[config.mk]
export PLATFORM = sky130hd
export DESIGN_NAME = glyph_outline_generator
export DESIGN_NICKNAME = d
export VERILOG_FILES = /design/src/hw/rtl/gog_pkg.sv /design/src/hw/rtl/glyph_outline_generator.sv /design/src/hw/rtl/gog_row_coder.sv /design/src/hw/rtl/gog_row_track.sv
export SDC_FILE = /design/constraint.sdc
export NUM_CORES = 1
export LEC_CHECK = 0
export ABC_AREA = 1
export BUFFER_PORTS_ARGS = -buffer_cell sky130_fd_sc_hd__buf_2
export CAP_MARGIN = 20
export CORE_ASPECT_RATIO = 0.75
export CORE_MARGIN = 2
export CORE_UTILIZATION = 60
export DETAILED_ROUTE_END_ITERATION = 16
export PLACE_DENSITY = 0.82
export SYNTH_ARGS = -nofsm -noshare
export SYNTH_HDL_FRONTEND = slang
export SYNTH_SLANG_ARGS = --single-unit
[constraint.sdc]
create_clock -name clk -period 2.7 [get_ports clk]
set_input_delay 0.54 -clock clk [delete_from_list [all_inputs] [get_ports clk]]
set_output_delay 0.54 -clock clk [all_outputs]
set_load 0.005 [all_outputs]
[src/hw/rtl/gog_pkg.sv]
// Shared widths, cell codes and the row work item of the glyph outline generator.
`default_nettype none

package gog_pkg;

  localparam int DEF_GLYPH_WIDTH  = 8;
  localparam int DEF_GLYPH_HEIGHT = 8;

  localparam int ROW_W    = 8;                 // glyph row port width
  localparam int CELLS    = 10;                // bordered cells per result beat
  localparam int CELL_W   = 2;                 // bits per cell code
  localparam int CODES_W  = CELLS * CELL_W;    // 20
  localparam int ROWNUM_W = 4;

  localparam logic [CELL_W-1:0] CODE_EMPTY  = 2'd0;
  localparam logic [CELL_W-1:0] CODE_GLYPH  = 2'd1;
  localparam logic [CELL_W-1:0] CODE_BORDER = 2'd2;

  // One accepted glyph row together with the history it is coded against.
  typedef struct packed {
    logic [ROW_W-1:0]    upper;    // two rows up
    logic [ROW_W-1:0]    center;   // previous row
    logic [ROW_W-1:0]    lower;    // the row just accepted
    logic [ROWNUM_W-1:0] row_num;  // bordered row index of the first beat
    logic                last;     // last glyph row: three beats
  } work_item_t;

  // Pixel columns inside the glyph width.
  function automatic logic [ROW_W-1:0] row_mask(input int width);
    logic [ROW_W-1:0] m;
    m = '0;
    for (int i = 0; i < ROW_W; i++) begin
      m[i] = (i < width);
    end
    return m;
  endfunction

endpackage

`default_nettype wire

[src/hw/rtl/glyph_outline_generator.sv]
// Top level of the glyph outline generator: work stage, beat sequencing, output register.
`default_nettype none

// Glyph outline generator. Feed a glyph one row per beat on in_glyph_row,
// top row first, GLYPH_HEIGHT rows per glyph; bit c is pixel column c and
// columns at or beyond GLYPH_WIDTH are ignored. Every row yields one
// bordered row on the out_ channel, GLYPH_WIDTH+2 cells of 2 bits (cell 0 in
// the low bits): 1 where the pixel is set, 2 where any pixel of its 3x3
// neighborhood is set, 0 otherwise. The last glyph row yields three beats
// (the last two glyph-bordered rows and the bottom border row), the final
// one flagged with out_glyph_done; row numbering then restarts at 0 for
// the next glyph. Rate: one input beat per clock unless out_stall holds
// the output, for every row but the last, which holds the input while its
// remaining beats leave the single work stage. From input accept, a row
// passes the work register, then the output register, before its first
// output beat; the output register lets the work stage refill while a
// beat waits on out_stall.
module glyph_outline_generator #(
  parameter int GLYPH_WIDTH  = gog_pkg::DEF_GLYPH_WIDTH,
  parameter int GLYPH_HEIGHT = gog_pkg::DEF_GLYPH_HEIGHT
) (
  input  wire logic                         clk,
  input  wire logic                         rst_n,
  input  wire logic                         in_valid,
  output logic                              in_stall,
  input  wire logic [gog_pkg::ROW_W-1:0]    in_glyph_row,
  output logic                              out_valid,
  input  wire logic                         out_stall,
  output logic      [gog_pkg::CODES_W-1:0]  out_cell_codes,
  output logic      [gog_pkg::ROWNUM_W-1:0] out_row_number,
  output logic                              out_glyph_done
);
  import gog_pkg::*;

  // which bordered row of the current item is being emitted
  typedef enum logic [1:0] {PH_ROW, PH_BELOW, PH_BOTTOM} phase_t;

  work_item_t            trk_item;
  work_item_t            work_r,    work_nxt;
  logic                  work_v_r,  work_v_nxt;
  phase_t                phase_r,   phase_nxt;
  logic                  out_v_r,   out_v_nxt;
  logic [CODES_W-1:0]    codes_r;
  logic [ROWNUM_W-1:0]   rownum_r;
  logic                  done_r;

  logic                  in_acc;
  logic                  out_ld_ok;
  logic                  work_fire;
  logic                  work_final;
  logic [ROW_W-1:0]      sel_upper, sel_center, sel_lower;
  logic [CODES_W-1:0]    beat_codes;
  logic [ROWNUM_W-1:0]   beat_rownum;
  logic                  beat_done;

  gog_row_track #(
    .GLYPH_WIDTH  (GLYPH_WIDTH),
    .GLYPH_HEIGHT (GLYPH_HEIGHT)
  ) u_track (
    .clk       (clk),
    .rst_n     (rst_n),
    .row_acc   (in_acc),
    .glyph_row (in_glyph_row),
    .item      (trk_item)
  );

  // handshake: output register frees when empty or being taken
  assign out_ld_ok  = !out_v_r || !out_stall;
  assign work_fire  = work_v_r && out_ld_ok;
  assign work_final = (phase_r == PH_BOTTOM) || !work_r.last;
  assign in_stall   = work_v_r && !(work_fire && work_final);
  assign in_acc     = in_valid && !in_stall;

  // row window slides down one row per extra beat, zeros below the glyph
  always_comb begin
    case (phase_r)
      PH_ROW: begin
        sel_upper  = work_r.upper;
        sel_center = work_r.center;
        sel_lower  = work_r.lower;
      end
      PH_BELOW: begin
        sel_upper  = work_r.center;
        sel_center = work_r.lower;
        sel_lower  = '0;
      end
      PH_BOTTOM: begin
        sel_upper  = work_r.lower;
        sel_center = '0;
        sel_lower  = '0;
      end
      default: begin
        sel_upper  = '0;
        sel_center = '0;
        sel_lower  = '0;
      end
    endcase
  end

  gog_row_coder u_coder (
    .upper  (sel_upper),
    .center (sel_center),
    .lower  (sel_lower),
    .codes  (beat_codes)
  );

  assign beat_rownum = work_r.row_num + ROWNUM_W'(phase_r);
  assign beat_done   = work_r.last && (phase_r == PH_BOTTOM);

  always_comb begin
    work_nxt   = work_r;
    work_v_nxt = work_v_r;
    phase_nxt  = phase_r;
    if (work_fire) begin
      case (phase_r)
        PH_ROW:    phase_nxt = PH_BELOW;
        PH_BELOW:  phase_nxt = PH_BOTTOM;
        default:   phase_nxt = PH_ROW;
      endcase
      if (work_final) begin
        work_v_nxt = 1'b0;
      end
    end
    if (in_acc) begin
      work_nxt   = trk_item;
      work_v_nxt = 1'b1;
      phase_nxt  = PH_ROW;
    end
    out_v_nxt = work_fire || (out_v_r && out_stall);
  end

  always_ff @(posedge clk) begin
    if (!rst_n) begin
      work_v_r <= 1'b0;
      phase_r  <= PH_ROW;
      out_v_r  <= 1'b0;
    end else begin
      work_v_r <= work_v_nxt;
      phase_r  <= phase_nxt;
      out_v_r  <= out_v_nxt;
    end
    work_r <= work_nxt;
    if (work_fire) begin
      codes_r  <= beat_codes;
      rownum_r <= beat_rownum;
      done_r   <= beat_done;
    end
  end

  assign out_valid      = out_v_r;
  assign out_cell_codes = codes_r;
  assign out_row_number = rownum_r;
  assign out_glyph_done = done_r;

  // the glyph-done beat is always the bottom border row
  a_done_rownum: assert property (@(posedge clk) disable iff (!rst_n)
    (out_v_r && done_r) |-> (rownum_r == ROWNUM_W'(GLYPH_HEIGHT + 1)))
    else $error("glyph done beat carries wrong row number");

  // a freshly accepted row starts at its first beat
  a_accept_phase: assert property (@(posedge clk) disable iff (!rst_n)
    in_acc |=> (work_v_r && (phase_r == PH_ROW)))
    else $error("accepted row did not enter work stage at first beat");

  // extra beats belong only to the last glyph row
  a_extra_last: assert property (@(posedge clk) disable iff (!rst_n)
    (work_v_r && (phase_r != PH_ROW)) |-> work_r.last)
    else $error("extra beat on a row that is not the last");

  // an unfinished item stays in the work stage
  a_hold_work: assert property (@(posedge clk) disable iff (!rst_n)
    (work_v_r && !(work_fire && work_final)) |-> in_stall)
    else $error("input taken while work stage busy");

endmodule

`default_nettype wire

[src/hw/rtl/gog_row_coder.sv]
// Codes one bordered row from three neighboring glyph rows (3x3 dilation).
`default_nettype none

module gog_row_coder (
  input  wire logic [gog_pkg::ROW_W-1:0]   upper,
  input  wire logic [gog_pkg::ROW_W-1:0]   center,
  input  wire logic [gog_pkg::ROW_W-1:0]   lower,
  output logic      [gog_pkg::CODES_W-1:0] codes
);
  import gog_pkg::*;

  logic [CELLS-1:0] any_ext;
  logic [CELLS-1:0] near;
  logic [CELLS-1:0] self_px;

  // Bordered cell c sits on pixel c-1; its neighborhood spans pixels c-2..c.
  assign any_ext = {{(CELLS-ROW_W){1'b0}}, (upper | center | lower)};
  assign near    = any_ext | (any_ext << 1) | (any_ext << 2);
  assign self_px = {{(CELLS-ROW_W-1){1'b0}}, center, 1'b0};

  always_comb begin
    for (int c = 0; c < CELLS; c++) begin
      if (self_px[c]) begin
        codes[c*CELL_W +: CELL_W] = CODE_GLYPH;
      end else if (near[c]) begin
        codes[c*CELL_W +: CELL_W] = CODE_BORDER;
      end else begin
        codes[c*CELL_W +: CELL_W] = CODE_EMPTY;
      end
    end
  end

endmodule

`default_nettype wire

[src/hw/rtl/gog_row_track.sv]
// Row history and row counter; builds the work item for each accepted glyph row.
`default_nettype none

module gog_row_track #(
  parameter int GLYPH_WIDTH  = gog_pkg::DEF_GLYPH_WIDTH,
  parameter int GLYPH_HEIGHT = gog_pkg::DEF_GLYPH_HEIGHT
) (
  input  wire logic                      clk,
  input  wire logic                      rst_n,
  input  wire logic                      row_acc,
  input  wire logic [gog_pkg::ROW_W-1:0] glyph_row,
  output gog_pkg::work_item_t            item
);
  import gog_pkg::*;

  localparam int CNT_W = (GLYPH_HEIGHT > 1) ? $clog2(GLYPH_HEIGHT) : 1;
  localparam logic [CNT_W-1:0] LAST_ROW = CNT_W'(GLYPH_HEIGHT - 1);
  localparam logic [ROW_W-1:0] COL_MASK = row_mask(GLYPH_WIDTH);

  logic [ROW_W-1:0] above_r,     above_nxt;
  logic [ROW_W-1:0] two_above_r, two_above_nxt;
  logic [CNT_W-1:0] cnt_r,       cnt_nxt;
  logic [ROW_W-1:0] row_in;
  logic             last_row;

  assign row_in   = glyph_row & COL_MASK;
  assign last_row = (cnt_r == LAST_ROW);

  assign item.upper   = two_above_r;
  assign item.center  = above_r;
  assign item.lower   = row_in;
  assign item.row_num = ROWNUM_W'(cnt_r);
  assign item.last    = last_row;

  always_comb begin
    above_nxt     = above_r;
    two_above_nxt = two_above_r;
    cnt_nxt       = cnt_r;
    if (row_acc) begin
      if (last_row) begin
        // glyph complete: next beat starts a fresh glyph
        above_nxt     = '0;
        two_above_nxt = '0;
        cnt_nxt       = '0;
      end else begin
        above_nxt     = row_in;
        two_above_nxt = above_r;
        cnt_nxt       = cnt_r + 1'b1;
      end
    end
  end

  always_ff @(posedge clk) begin
    if (!rst_n) begin
      above_r     <= '0;
      two_above_r <= '0;
      cnt_r       <= '0;
    end else begin
      above_r     <= above_nxt;
      two_above_r <= two_above_nxt;
      cnt_r       <= cnt_nxt;
    end
  end

endmodule

`default_nettype wire

# Word level (Yosys, flattened, before mapping)
# Cells that the tools add are included.
# op_classes
muxes,20
n_addsub,2
n_eq_ne,3
n_reduce_logical,19
n_bitwise,5
# ops
op,n
8-bit two-way mux,3
8-bit one-hot mux with 3 select lines,1
2-bit two-way mux,10
8-bit bitwise OR,2
8-bit one-hot mux with 2 select lines,1
10-bit bitwise OR,1
8-bit by 9-bit bitwise OR with 9-bit output,1
1-bit logical AND,6
1-bit zero test,5
3-bit by 2-bit adder with 4-bit output,1
2-bit one-hot mux with 2 select lines,1
2-bit nonzero test,2
3-bit by 1-bit adder with 3-bit output (second input constant),1
3-bit equality test (second input constant),1
1-bit logical OR,3
1-bit two-way mux,3
3-bit two-way mux,1
2-bit by 1-bit equality test with 1-bit output (second input constant),1
2-bit equality test (second input constant),1
2-bit zero test,1
2-bit AND reduction,1
2-bit OR reduction,1
1-bit inverter,1
# totals
inputBits,12
reg_bits,76

# Logic depth before layout (Yosys ltp)
# logic_depth
depth_word,10
mapped_depth,10
mapped_depth_nobuf,9

# Modules after synthesis
# From an unflattened synthesis, not the netlist that was laid out.
# hier_totals
cells_unflattened,297
hier_area_um2,3286.9
# by_module_without_submodules
module,area_each_um2,seq_area_each_um2,instances,cells_per_inst
glyph_outline_generator,2175.8,1701.6,1,146
gog_row_track,852.1,380.4,1,98
gog_row_coder,259.0,0.0,1,53

# Worst setup path before layout
# No wires, ideal clock.
# synth_path
path_kind,input -> register
startpoint,input out_stall
endpoint,"register codes_r[10] (netlist: out_cell_codes[10]), enable pin"
t_arrival_ps,1239
required_ps,2322
path_stages,3
slack_ps,1083
setup_time_ps,378
path_buffers,0
cell_sequence,nand2_1 -> nand2_1 -> inv_1
# synth_via
elab_chain_len,3
# synth_lines
element,line_no,text
start: declaration,glyph_outline_generator.sv:28,"input wire logic out_stall,"
1-bit zero test,glyph_outline_generator.sv:68,assign out_ld_ok = !out_v_r || !out_stall;
1-bit logical OR,glyph_outline_generator.sv:68,
1-bit logical AND,glyph_outline_generator.sv:69,assign work_fire = work_v_r && out_ld_ok;
net work_fire,glyph_outline_generator.sv:49,logic work_fire;
end signal: assignment,glyph_outline_generator.sv:144,codes_r <= beat_codes;
end: declaration,glyph_outline_generator.sv:43,logic [CODES_W-1:0] codes_r;
# The timed path passes the listed nets, and every way through them passes these cells.
# A chain may end at the register's enable or synchronous reset.

# Worst setup path in the final report
# layout_path
startpoint,register phase_r[0]
endpoint,output in_stall
# layout_via
elab_chain_len,5
# layout_lines
element,line_no,text
start: declaration,glyph_outline_generator.sv:41,"phase_t phase_r, phase_nxt;"
start signal: assignment,glyph_outline_generator.sv:139,phase_r <= phase_nxt;
2-bit equality test,glyph_outline_generator.sv:70,assign work_final = (phase_r == PH_BOTTOM) || !work_r.last;
1-bit logical OR,glyph_outline_generator.sv:70,
1-bit logical AND,glyph_outline_generator.sv:71,assign in_stall = work_v_r && !(work_fire && work_final);
1-bit zero test,glyph_outline_generator.sv:71,
1-bit logical AND,glyph_outline_generator.sv:71,
end: declaration,glyph_outline_generator.sv:25,"output logic in_stall,"
# Every way passes these cells.

==> impl_metrics.env <==
export IMPL_arrival_ns=1.52
export IMPL_first_global_vias=1822
export IMPL_clk_latency_ns=0.34
export IMPL_setup_viol=0
export IMPL_grt_busiest_layer="met1"
export IMPL_crit_path_end_kind="primary output"
export IMPL_fillers=365
export IMPL_synth_area_per_cell_um2=10.5
export IMPL_clock_skew_ns=0.0100
export IMPL_cts_hold_buf=0
export IMPL_crit_required_ns=2.16
export IMPL_die_w_um=86.3
export IMPL_drc=0
export IMPL_drive_gt1_share_pct=19.1
export IMPL_grtUsageMet2_pct=28.5
export IMPL_antenna_left=0
export IMPL_drt_pass1_iter_count=4
export IMPL_critPathMaxStageDelay_ns=0.59
export IMPL_ir_worst_vdd_v=0.000427
export IMPL_netlist_instances=291
export IMPL_n_antenna_cell=0
export IMPL_cts_tree="built"
export IMPL_layout_min_cycle_time_ns=2.06
export IMPL_path_clk_slew_ns=0.07
export IMPL_leakage_nw=1.53
export IMPL_viasPerCell=5.08
export IMPL_hold_viol=0
export IMPL_cap_violations=0
export IMPL_maxSlewHeadroom_pct=59.6
export IMPL_outcome="finished, final reports clean"
export IMPL_cts_resized=0
export IMPL_synthDistinctLibCells=23
export IMPL_cts_max_level=3
export IMPL_nets=347
export IMPL_setup_ws_ns=0.637
export IMPL_use_met1_pct=29.5
export IMPL_grt_max_degree=26
export IMPL_ioPinCount=39
export IMPL_start_util_pct=62.2
export IMPL_fmax_mhz=485
export IMPL_cts_buffers=9
export IMPL_finalCritPeriodShare_pct=76.4
export IMPL_cts_setup_buffers=0
export IMPL_hold_slack_ns=0.392
export IMPL_via_count=2008
export IMPL_yosys_warnings=0
export IMPL_antenna_found_initial=0
export IMPL_hp_class="input port to flip-flop"
export IMPL_path_cells="inv_2 -> nand2_2 -> nand2_2 -> a21oi_1 -> buf_2"
export IMPL_clockBufferDepth=2
export IMPL_grt_first_pass_wirelength_um=8600
export IMPL_syn_area_um2=3050
export IMPL_worst_slew_pin_slew_ns=0.605
export IMPL_power_mw=2.23
export IMPL_slew_violations=0
export IMPL_placeableCoreArea_um2=4900
export IMPL_start_kind="flip-flop"
export IMPL_area_delta_synth_final_pct=11.9
export IMPL_ys_seq_area_share_pct=65.3
export IMPL_r2r_setup_slack_ns=0.68
export IMPL_worst_path_most_repeated_cell="nand2_2"
export IMPL_dp_worst_setup_slack_ns=0.688
export IMPL_crit_type="flip-flop to primary output"
export IMPL_numClockSinks=74
export IMPL_grt_overflow=0
export IMPL_dp_hpwl_um=3690
export IMPL_track_usage_pct=20.6
export IMPL_cts_root_buffer="clkbuf_8"
export IMPL_grtUsageMet3_pct=7.29
export IMPL_rsz0062_at_grt="false"
export IMPL_std_cell_rows=22
export IMPL_wl_per_cell_um=13.1
export IMPL_power_density_nw_per_um2=654
export IMPL_synth_seq_cells=74
export IMPL_critPathSlowestCell="dfxtp_1"
export IMPL_drt_iter0_markers=115
export IMPL_die_area_um2=5670
export IMPL_io_buffers=36
export IMPL_crit_fanout=13
export IMPL_wl_um=5160
export IMPL_setup_tns_final_ns=0
export IMPL_place_gp_congestion=0.795
export IMPL_die_h_um=65.7
==> flip-flops by register name, indices dropped and copies added (netlist names) <==
name / cells
out_row_number: 4
out_valid: 1
work_r: 28
work_v_r: 1
out_glyph_done: 1
u_track.two_above_r: 8
out_cell_codes: 18
u_track.above_r: 8
phase_r: 2
u_track.cnt_r: 3
==> final cells by class <==
type | count | area (um^2) | share of cell area, %
Tap cell | 60 | 75.1 | 2.20
Timing Repair Buffer | 40 | 223 | 6.52
Clock inverter | 6 | 32.5 | 0.953
Clock buffer | 10 | 128 | 3.74
Multi-Input combinational cell | 176 | 855 | 25.0
Inverter | 29 | 109 | 3.19
Sequential cell | 74 | 1990 | 58.4
==> synth_stat cells <==
cell | instances | area, um^2
buf_4 | 4 | 30.0
nor2_2 | 1 | 6.26
o21ai_0 | 10 | 50.1
nand2_1 | 59 | 221
inv_1 | 27 | 101
or2_2 | 1 | 6.26
dfxtp_1 | 23 | 460
buf_6 | 4 | 45.0
conb_1 | 1 | 3.75
xor2_1 | 1 | 8.76
o21ai_1 | 1 | 5.00
a21oi_1 | 7 | 35.0
nand3_1 | 64 | 320
nand2_2 | 3 | 18.8
ha_1 | 4 | 50.1
clkbuf_1 | 2 | 7.51
buf_2 | 3 | 15.0
nor2_1 | 18 | 67.6
inv_2 | 2 | 7.51
fa_1 | 1 | 20.0
edfxtp_1 | 51 | 1530
nand2_4 | 2 | 22.5
nand3b_1 | 2 | 15.0
==> cell usage in the layout (no fill, tap or decap) <==
cell type,Yosys,layout
buf_12,0,1
conb_1,1,2
o21ai_1,1,1
or2_2,1,1
nand2_4,2,2
xor2_1,1,1
edfxtp_1,51,51
buf_4,4,3
dfxtp_1,23,23
nand3b_1,2,2
inv_2,2,2
nor2_2,1,1
nor2_1,18,18
o21ai_0,10,10
ha_1,4,4
clkinv_2,0,4
inv_1,27,27
clkbuf_8,0,9
a21oi_1,7,7
fa_1,1,1
inv_4,0,2
clkbuf_1,2,1
nand2_2,3,3
nand2_1,59,59
buf_2,3,36
nand3_1,64,64
==> through the flow <==
stage | cell area, um^2 | utilization (%) | std cells
after floorplan | 3050 | - | 292
after global placement | 3250 | 66.4 | 379
after detailed placement | 3250 | 66.4 | 379
after CTS | 3410 | 69.7 | 395
after global routing | 3410 | 69.7 | 395
final | 3410 | 69.7 | 395
==> critical path, delay by kind of cell, from the launching register on <==
kind / cells / cell delay, ns
AO/OA/AOI/OAI: 1 / 0.11
AND/OR/NAND/NOR: 2 / 0.19
buffers and inverters: 2 / 0.30
flip-flops: 1 / 0.59
==> path summary, 6_finish.rpt <==
path | cells past startpoint | from | endpoint
max | 5 | phase_r[0]$_SDFFE_PP0P_ | in_stall
min | 1 | in_glyph_row[3] | work_r[8]$_DFFE_PP_
max reg2reg | 8 | phase_r[0]$_SDFFE_PP0P_ | work_r[2]$_DFFE_PP_
min reg2reg | 0 | u_track.two_above_r[1]$_SDFFE_PN0P_ | work_r[22]$_DFFE_PP_
==> per-layer routing <==
layer  share of wire (%)  vias up
met5                   0        -
met4                0.93        0
met3                 8.0        6
met2                  44       80
met1                  47      869
li1                    -     1053
==> power breakdown <==
| part | leakage [nW] | total (mW) | internal, mW | switching [mW] |
|---|---|---|---|---|
| Combinational | 0.755 | 0.192 | 0.0703 | 0.122 |
| Clock | 0.0905 | 0.702 | 0.328 | 0.375 |
| Sequential | 0.683 | 1.34 | 1.30 | 0.0417 |
==> cells by family (layout without fill, tap and decap cells) <==
family / after synthesis / in the layout / synth area share, %
simple gates: 150 / 150 / 22.2
flops: 74 / 74 / 65.3
buf+inv: 42 / 85 / 6.77
compound gates: 18 / 18 / 2.95
fa+ha+maj: 5 / 5 / 2.30
other cells: 1 / 2 / 0.123
xor+xnor: 1 / 1 / 0.287
Note: power is estimated with default switching activity, not from simulation.
